$ cat src/sv/trz_pkg.sv
// trz_pkg: shared constants, types and helpers of the triangle rasterizer
// used by every module of the block, no dependencies
`timescale 1ns / 1ps

package trz_pkg;

  localparam int SCREEN_SIDE = 64;
  localparam int SIDE_LOG2   = $clog2(SCREEN_SIDE);
  localparam int PIXELS      = SCREEN_SIDE * SCREEN_SIDE;
  localparam int ADDR_W      = 2 * SIDE_LOG2;
  localparam int POS_W       = SIDE_LOG2 + 1;
  // one screen unit is 32768 / SCREEN_SIDE in the biased coordinate
  localparam int STEP_LOG2   = 15 - SIDE_LOG2;
  localparam int COORD_W     = 16;
  localparam int U_W         = 17;
  localparam int DIFF_W      = 18;
  localparam int PROD_W      = 2 * DIFF_W;
  localparam int EDGE_W      = 40;
  localparam int COUNT_W     = 17;
  localparam int COLOR_W     = 24;
  localparam int DEPTH_W     = 8;

  typedef enum logic [1:0] {
    ACT_LOAD  = 2'd0,
    ACT_DRAW  = 2'd1,
    ACT_CLEAR = 2'd2,
    ACT_READ  = 2'd3
  } action_e;

  typedef enum logic [2:0] {
    ST_INIT,
    ST_IDLE,
    ST_CLEAR,
    ST_SETUP,
    ST_WALK,
    ST_DRAIN,
    ST_READ,
    ST_FIN
  } state_e;

  typedef struct packed {
    logic start;
    logic step_x;
    logic step_row;
  } edge_ctl_t;

  typedef struct packed {
    logic done;
    logic hit;
  } edge_sts_t;

  // biased coordinate: v + 16384, screen position is u * SCREEN_SIDE / 32768
  function automatic logic signed [U_W-1:0] to_u(input logic [COORD_W-1:0] v);
    return $signed({v[COORD_W-1], v}) + $signed(U_W'(16384));
  endfunction

  // clamp to 0..SCREEN_SIDE, truncating
  function automatic logic [POS_W-1:0] bound_f(input logic signed [U_W-1:0] u);
    logic signed [U_W-1:0] t;
    t = u >>> STEP_LOG2;
    if (u < 0) return '0;
    if (t > $signed(U_W'(SCREEN_SIDE))) return POS_W'(SCREEN_SIDE);
    return t[POS_W-1:0];
  endfunction

endpackage

$ cat src/sv/trz_edge_walk.sv
// trz_edge_walk: edge function setup on one shared multiplier, then
// incremental stepping along the bounding box; depends on trz_pkg
`timescale 1ns / 1ps

module trz_edge_walk (
  input  logic                                  clk_i,
  input  logic                                  rst_ni,
  input  trz_pkg::edge_ctl_t                    ctl_i,
  input  logic [2:0][trz_pkg::COORD_W-1:0]      vx_i,
  input  logic [2:0][trz_pkg::COORD_W-1:0]      vy_i,
  input  logic [trz_pkg::POS_W-1:0]             lo_x_i,
  input  logic [trz_pkg::POS_W-1:0]             lo_y_i,
  output trz_pkg::edge_sts_t                    sts_o
);

  localparam int LoPad = trz_pkg::DIFF_W - trz_pkg::POS_W - trz_pkg::STEP_LOG2;
  localparam int StPad = trz_pkg::EDGE_W - trz_pkg::DIFF_W - trz_pkg::STEP_LOG2;

  logic signed [trz_pkg::U_W-1:0]    ux [3];
  logic signed [trz_pkg::U_W-1:0]    uy [3];
  logic signed [trz_pkg::DIFF_W-1:0] dx [3];
  logic signed [trz_pkg::DIFF_W-1:0] dy [3];
  logic signed [trz_pkg::EDGE_W-1:0] sx [3];
  logic signed [trz_pkg::EDGE_W-1:0] sy [3];

  logic signed [trz_pkg::EDGE_W-1:0] e_q  [3];
  logic signed [trz_pkg::EDGE_W-1:0] er_q [3];

  logic [2:0] m_q, pm_q;
  logic       busy_q, pv_q;
  logic [1:0] idx, pidx;
  logic signed [trz_pkg::DIFF_W-1:0] lsx, lsy, op_a, op_b;
  logic signed [trz_pkg::PROD_W-1:0] prod_q;
  logic signed [trz_pkg::EDGE_W-1:0] prod_ext, e_sub;

  always_comb begin
    for (int i = 0; i < 3; i++) begin
      ux[i] = trz_pkg::to_u(vx_i[i]);
      uy[i] = trz_pkg::to_u(vy_i[i]);
    end
    for (int i = 0; i < 3; i++) begin
      dx[i] = $signed({ux[(i+1)%3][trz_pkg::U_W-1], ux[(i+1)%3]})
            - $signed({ux[i][trz_pkg::U_W-1], ux[i]});
      dy[i] = $signed({uy[(i+1)%3][trz_pkg::U_W-1], uy[(i+1)%3]})
            - $signed({uy[i][trz_pkg::U_W-1], uy[i]});
      sx[i] = $signed({{StPad{dy[i][trz_pkg::DIFF_W-1]}}, dy[i],
                       {trz_pkg::STEP_LOG2{1'b0}}});
      sy[i] = $signed({{StPad{dx[i][trz_pkg::DIFF_W-1]}}, dx[i],
                       {trz_pkg::STEP_LOG2{1'b0}}});
    end
  end

  // operand select: even step dx*(py-ay), odd step dy*(px-ax)
  assign idx  = (m_q[2:1] == 2'd3) ? 2'd0 : m_q[2:1];
  assign pidx = (pm_q[2:1] == 2'd3) ? 2'd0 : pm_q[2:1];
  assign lsx  = $signed({{LoPad{1'b0}}, lo_x_i, {trz_pkg::STEP_LOG2{1'b0}}});
  assign lsy  = $signed({{LoPad{1'b0}}, lo_y_i, {trz_pkg::STEP_LOG2{1'b0}}});
  assign op_a = m_q[0] ? dy[idx] : dx[idx];
  assign op_b = m_q[0] ? (lsx - $signed({ux[idx][trz_pkg::U_W-1], ux[idx]}))
                       : (lsy - $signed({uy[idx][trz_pkg::U_W-1], uy[idx]}));

  assign prod_ext = $signed({{(trz_pkg::EDGE_W-trz_pkg::PROD_W){prod_q[trz_pkg::PROD_W-1]}},
                             prod_q});
  assign e_sub    = e_q[pidx] - prod_ext;

  always_ff @(posedge clk_i or negedge rst_ni) begin
    if (!rst_ni) begin
      m_q    <= '0;
      pm_q   <= '0;
      busy_q <= 1'b0;
      pv_q   <= 1'b0;
    end else if (ctl_i.start) begin
      m_q    <= '0;
      busy_q <= 1'b1;
      pv_q   <= 1'b0;
    end else if (busy_q) begin
      if (m_q != 3'd6) begin
        pm_q <= m_q;
        pv_q <= 1'b1;
        m_q  <= m_q + 3'd1;
      end else begin
        pv_q   <= 1'b0;
        busy_q <= 1'b0;
      end
    end
  end

  always_ff @(posedge clk_i) begin
    if (busy_q && m_q != 3'd6) begin
      prod_q <= op_a * op_b;
    end
    if (pv_q) begin
      if (!pm_q[0]) begin
        e_q[pidx] <= prod_ext;
      end else begin
        e_q[pidx]  <= e_sub;
        er_q[pidx] <= e_sub;
      end
    end else if (ctl_i.step_row) begin
      for (int i = 0; i < 3; i++) begin
        er_q[i] <= er_q[i] + sy[i];
        e_q[i]  <= er_q[i] + sy[i];
      end
    end else if (ctl_i.step_x) begin
      for (int i = 0; i < 3; i++) begin
        e_q[i] <= e_q[i] - sx[i];
      end
    end
  end

  logic p0, p1, p2;
  assign p0 = e_q[0] > 0;
  assign p1 = e_q[1] > 0;
  assign p2 = e_q[2] > 0;

  assign sts_o.done = pv_q && (pm_q == 3'd5);
  assign sts_o.hit  = (p0 == p1) && (p0 == p2);

endmodule

$ cat config.mk
export PLATFORM = sky130hd
export DESIGN_NAME = trz_edge_walk
export DESIGN_NICKNAME = d
export VERILOG_FILES = /design/src/sv/trz_pkg.sv /design/src/sv/trz_edge_walk.sv
export SDC_FILE = /design/constraint.sdc
export NUM_CORES = 2
export LEC_CHECK = 0
export BUFFER_PORTS_ARGS = -buffer_cell sky130_fd_sc_hd__buf_2
export CORE_MARGIN = 1.5
export CORE_UTILIZATION = 25
export CTS_BUF_LIST = sky130_fd_sc_hd__clkbuf_2 sky130_fd_sc_hd__clkbuf_4 sky130_fd_sc_hd__clkbuf_8
export DETAILED_ROUTE_END_ITERATION = 6
export GPL_ROUTABILITY_DRIVEN = 0
export PLACE_DENSITY = 0.44
export SYNTH_ARGS = -nofsm -noshare
export SYNTH_HDL_FRONTEND = slang
export SYNTH_SLANG_ARGS = --single-unit
$ cat constraint.sdc
create_clock -name clk_i -period 15.9 [get_ports clk_i]
set_input_delay 0 -clock clk_i [delete_from_list [all_inputs] [get_ports clk_i]]
set_output_delay 0 -clock clk_i [all_outputs]
set_load 0.01 [all_outputs]
# After elaboration in Yosys (flattened, before gate mapping)
# Memory sizes are Yosys's and may differ from the RTL's.
# Cells that the tools add are included.
op_classes:
  n_addsub: 22
  mul: 1
  div_mod_pow: 0
  magnitude_cmp: 4
  eq_ne: 6
  shift: 0
  muxes: 47
  n_bitwise: 6
  n_reduce_logical: 9
ops:
  columns: ["operator", "n"]
  rows:
  - ["40-bit two-way mux", 6]
  - ["17-bit by 17-bit subtractor with 18-bit output", 8]
  - ["40-bit by 27-bit adder with 40-bit output", 3]
  - ["40-bit by 1-bit greater-than comparator with 1-bit output (second input constant)", 3]
  - ["40-bit by 27-bit subtractor with 40-bit output", 3]
  - ["18-bit two-way mux", 6]
  - ["16-bit by 16-bit adder with 17-bit output (second input constant)", 6]
  - ["40-bit OR reduction", 2]
  - ["18-bit binary-select mux with 2-bit select", 2]
  - ["17-bit binary-select mux with 2-bit select", 2]
  - ["17-bit two-way mux", 4]
  - ["40-bit by 36-bit subtractor with 40-bit output", 1]
  - ["18-bit by 18-bit multiplier with 36-bit output", 1]
  - ["1-bit two-way mux", 20]
  - ["3-bit two-way mux", 3]
  - ["2-bit two-way mux", 4]
  - ["2-bit == test (second input constant)", 2]
  - ["1-bit bitwise OR", 4]
  - ["2-bit nonzero test", 2]
  - ["3-bit by 1-bit adder with 3-bit output (second input constant)", 1]
  - ["3-bit == test (second input constant)", 1]
  - ["3-bit >= comparator (second input constant)", 1]
  - ["1-bit logical AND", 3]
  - ["3-bit != test (second input constant)", 1]
  - ["other kinds (5)", 6]
totals:
  register_bits: 44
  latchBits: 0
  ramBits: 240
  rom_bits: 0
  word_cells: 102
  n_memories: 2
memory_table:
  columns: ["name", "depth", "word_bits", "read_ports", "rd_clocked_by_memory_dff", "write_ports", "line", "rtl"]
  rows:
  - ["e_q", 3, 40, 4, 0, 3, "trz_edge_walk.sv:26", "logic signed [trz_pkg::EDGE_W-1:0] e_q [3];"]
  - ["er_q", 3, 40, 3, 0, 3, "trz_edge_walk.sv:27", "logic signed [trz_pkg::EDGE_W-1:0] er_q [3];"]

# Logic depth before layout (Yosys ltp)
logic_depth:
  ltp_word: 9
  depth_mapped: 44

# Worst setup path after synthesis
# Ideal clock, no wire load.
synth_timing:
  path_kind: "flip-flop to flip-flop"
  start: "register m_q[2]"
  end: "register prod_q[32] (netlist name), data pin"
  arrival_ps: 9264
  t_required_ps: 15642
  path_slack_ps: 6379
  stages_incl_launch_ff: 41
  path_cell_list: "dfrtp_1 > buf_4 > clkbuf_1 > buf_2 > buf_2 > buf_2 > buf_2 > buf_1 > buf_1 > nand2_1 > o211ai_1 > o21ai_0 > ha_1 > a21oi_1 > o41ai_4 > a21oi_1 > nor2_2 > o21ai_0 > (+5 left out) > fa_1 > inv_1 > fa_1 > fa_1 > fa_1 > inv_1 > fa_1 > inv_1 > ha_1 > and3_1 > a221oi_1 > nor2_1 > o31ai_1 > o21ai_0 > a21oi_1 > o21ai_0 > a21oi_1 > xnor2_1"
synth_between:
  elab_chain_cells: 9
  elab_cells_between_ends: 20
  cone_classes: "add/sub: 2; mul: 1; eq/ne: 1; mux: 15; bitwise: 1"
synth_rtl:
  columns: ["item", "line", "rtl"]
  rows:
  - ["start: declaration", "trz_edge_walk.sv:29", "logic [2:0] m_q, pm_q;"]
  - ["start signal: assignment", "trz_edge_walk.sv:80", "m_q <= m_q + 3'd1;"]
  - ["2-bit == test", "trz_edge_walk.sv:54", "assign idx = (m_q[2:1] == 2'd3) ? 2'd0 : m_q[2:1];"]
  - ["2-bit two-way mux (*)", "trz_edge_walk.sv:54", null]
  - ["2-bit NOT with 3-bit output (not written as such) (*)", "trz_edge_walk.sv:58, trz_edge_walk.sv:59, trz_edge_walk.sv:60", null]
  - ["17-bit binary-select mux with 2-bit select, on equally long branches", "trz_edge_walk.sv:60, trz_edge_walk.sv:59", null]
  - ["17-bit two-way mux, on equally long branches (2 in a row)", "trz_edge_walk.sv:60, trz_edge_walk.sv:59", null]
  - ["17-bit by 17-bit subtractor with 18-bit output, on equally long branches", "trz_edge_walk.sv:60, trz_edge_walk.sv:59", null]
  - ["18-bit two-way mux", "trz_edge_walk.sv:59", "assign op_b = m_q[0] ? (lsx - $signed({ux[idx][trz_pkg::U_W-1], ux[idx]}))"]
  - ["18-bit by 18-bit multiplier with 36-bit output (*)", "trz_edge_walk.sv:90", "prod_q <= op_a * op_b;"]
  - ["end signal: assignment", "trz_edge_walk.sv:90", null]
  - ["end: declaration", "trz_edge_walk.sv:33", "logic signed [trz_pkg::PROD_W-1:0] prod_q;"]
# Every way passes the cells marked *; elsewhere a longest branch is shown, timed or not. The select of a mux whose other input is x is not followed.
# A chain may end at the register's enable or synchronous reset.

# Worst setup path in the final report
layout_timing:
  start: "register m_q[1]"
  end: "register prod_q[32] (netlist name), data pin"
# Same word-level chain as after synthesis.

==> results.md <==
- DR iter-0 viols: approximately 3,500
- WP data arrival: 11.43 ns
- CP max stage delay: 1.14 ns
- Initial core utilization: 25.2%
- Largest net degree at the start of global routing: 119
- Critical path required time: 16.30 ns
- Minimum clock period: ~11 ns
- RSZ-0062 raised after global routing: false
- Register area share after synthesis: 21.5%
- Drt first pass iters: 5
- Status: finished with violations
- Mapped cell area: 45,000 sq um
- Hold_ws: 0.201 ns
- Post-DP HPWL: around 150 mm
- Setup TNS: 0 ns
- Clk root buf: clkbuf_8
- Reg-to-reg startpoint: m_q[1]$_DFFE_PN0P_
- Primary FF master, synth: edfxtp_1
- Post-synthesis simple-gate area fraction: between 10% and 20%
- Area of the die: 182,000 sq um
- # port buffers: 116
- Worst skew pair latency: 0.67 ns
- Clk_skew: between 0.015 and 0.02 ns
- Post-Synth Adder-Cell Area: 27.5%
- Initial antenna violation count: 25
- Critical path's slowest cell: nor2_1
- Layout area overhead: 10.7%
- Min-delay src: ctl_i[1]
- Hold Vio Cnt, Final: 0
- First-pass GRT wire length: approximately 270 mm
- # H-tree levels: 3
- Synthesized area per cell: 8.95 sq um
- Max-slew violations: 0
- Mapped Cells: ~5,000
- Critical path capture point type: flop
- Hold EP: e_q[2][30]$_DFFE_PP_
- GR Overflow Total: 0
- Top delay family on crit path: adder cells
- FF+latch area: 9700 sq um
- Main combinational cell family by area after synthesis: adder cells
- CTS sink count: 324
- Reg2reg path depth: 34
- Synth warnings: 0
- R2R Path End: prod_q[32]$_DFFE_PP_
- Max transition margin: less than 1%
- Site row count: 155
- Via-per-instance ratio: about 5.1
- Mux cell area share after synthesis: 3.95%
- Number of buffers created by CTS: 68
- GRT Util Overall: 20.0%
- CP bufs+invs: 8
- Post-Route WL: 184 mm
- Synth Area in XOR/XNOR: 6.29%
- Clk buf depth: 3
- DR DRC count: 0
- Post-synthesis sequential element count: 324
- Vias post-DR: 38,600
- WL/cell: roughly 24 um
- Reg-to-reg setup timing slack: 4.87 ns
- DRT antenna net count: 0
- # fillers: 19,100
- Mapped Nets: 5,922
- Final Setup Violations: 0
- Failing checks: capacitance limit
- Post-synth ARST share: 2.47%
- Max Freq: 90.7 MHz
- Maxcap violations: 1
- Post-CTS Setup Bufs: 0
- Setup CP Type: reg -> reg
- PostCTS Resize Cnt: 0
- Post-synth EDFFs: about 320
- Type of origin of the critical path: flop
- CTS tree: built
- Final Cycle Share: 69.4%
- Post-synthesis compound-gate area fraction: a little under a fifth
- Crit Path Max Fanout: 19
- Fin nets: 6,009
- Multi-input logic area: 32,300 sq um
- I/O pins: 117
- Tightest Pin Transition: 1.49 ns
- Vias in the first global route: 38,100
- Distinct cell type count of the synthesized netlist: 100
- Hold Path Depth: 4
- Die height: 427 um
- Clk pin slew, worst setup/hold paths: 0.06 ns
- Share of layout cells above drive strength 1: 8.87%
- Die W: ~430 um
- Core area: around 180,000 sq um
- Worst min path class: in -> reg
- Core Util, Final: 27.9%
## cells in the mapped netlist (16+ instances only)
library cell	count	area, sq um
a221o_1	22	220
fa_1	342	6850
mux2i_1	40	400
buf_2	17	85.1
a22o_1	16	140
inv_1	637	2390
nand2_1	547	2050
nor2b_1	75	469
and3_1	30	188
nor3_1	65	325
o31ai_1	25	188
a211o_1	32	280
o22ai_1	17	106
nand4_1	27	169
a31o_2	16	140
nor4_1	37	231
nor2_1	293	1100
nand2b_1	65	407
a211oi_1	52	390
mux2_2	21	236
mux4_2	50	1130
o221ai_1	16	140
a21oi_1	327	1640
xnor2_1	208	1820
clkbuf_1	116	435
nand3_1	72	360
a31oi_1	25	156
edfxtp_1	316	9490
ha_1	442	5530
o211ai_1	70	526
o21ai_0	226	1130
o21a_1	62	465
xor2_1	115	1010
or2_2	32	200
and2_1	99	619
o21bai_1	44	330
a21o_1	173	1300
## worst max path at each step
stage / from / depth (start not counted) / endpoint
after floorplan: m_q[2]$_DFFE_PN0P_ / 40 / prod_q[32]$_DFFE_PP_
after global placement: m_q[1]$_DFFE_PN0P_ / 34 / prod_q[32]$_DFFE_PP_
after detailed placement: m_q[1]$_DFFE_PN0P_ / 34 / prod_q[32]$_DFFE_PP_
after CTS: m_q[1]$_DFFE_PN0P_ / 34 / prod_q[32]$_DFFE_PP_
after global routing: m_q[1]$_DFFE_PN0P_ / 33 / prod_q[32]$_DFFE_PP_
final: m_q[1]$_DFFE_PN0P_ / 34 / prod_q[32]$_DFFE_PP_
## layout by cell type, fill, tap and decap left out, types with 65 or more instances in the layout
| cell type | netlist | routed |
|---|---|---|
| nor3_1 | 65 | 65 |
| nand3_1 | 72 | 72 |
| and2_1 | 99 | 98 |
| nor2_1 | 293 | 292 |
| ha_1 | 442 | 440 |
| o211ai_1 | 70 | 70 |
| a21o_1 | 173 | 173 |
| edfxtp_1 | 316 | 316 |
| o21ai_0 | 226 | 226 |
| fa_1 | 342 | 342 |
| xor2_1 | 115 | 114 |
| a21oi_1 | 327 | 326 |
| clkbuf_8 | 0 | 72 |
| nor2b_1 | 75 | 73 |
| buf_2 | 17 | 116 |
| xnor2_1 | 208 | 208 |
| nand2_1 | 547 | 545 |
| inv_1 | 637 | 637 |
## kinds of logic (layout without fill, tap and decap cells)
kind of cell,after synthesis,count (layout)
simple gates,1421,1421
compound gates,1267,1267
flops,324,324
buf+inv,792,932
xor+xnor,323,323
other cells,0,12
mux,112,112
fa+ha+maj,784,784
## cell type report
cell class / count / share of cell area (%)
clock inverter: 32 / 0.470
multi-input combinational: 3907 / 65.0
tap: 2355 / 5.92
inverter: 637 / 4.80
sequential: 324 / 19.5
timing repair buffer: 172 / 2.05
clock buffer: 91 / 2.28
antenna: 12 / 0.0603
## worst register-to-register path: cells and delay by family, from the launching register on
family | cells | cell delay [ns]
mux | 1 | 0.10
compound gates | 9 | 2.78
simple gates | 6 | 1.94
buf+inv | 8 | 1.26
fa+ha+maj | 8 | 3.68
flops | 1 | 0.64
xor+xnor | 2 | 0.34
## flip-flops by register name, indices dropped and copies added (netlist names)
register / cells
busy_q: 1
e_q: 160
er_q: 120
m_q: 3
pm_q: 3
prod_q: 36
pv_q: 1
## through the flow
stage | area, sq um | worst slack [ns] | instances
2_1_floorplan | 45000 | 6.38 | 5023
3_3_place_gp | 48400 | 5.00 | 7392
3_5_place_dp | 48400 | 5.05 | 7392
4_1_cts | 49800 | 5.00 | 7518
5_1_grt | 49800 | 4.61 | 7519
6_report | 49800 | 4.87 | 7530
## repair_timing
item | CTS | global route
endpoints found under the setup margin | 0 | 0
endpoints found under the hold margin | 16 | 0
hold buffers | 3 | 0
## layer usage
| metal | wire, um | track usage, % | part of all wire [%] | up-vias |
|---|---|---|---|---|
| met5 | 47 | 0 | 0.026 | - |
| met2 | 83400 | 32.1 | 45 | 1299 |
| li1 | - | - | - | 17900 |
| met3 | 11100 | 2.88 | 6.1 | 231 |
| met4 | 6310 | 6.34 | 3.4 | 6 |
| met1 | 82900 | 27.5 | 45 | 19200 |
Power is not shown: default switching activity piles up to over one toggle a cycle in this logic, so the estimate is an artifact.
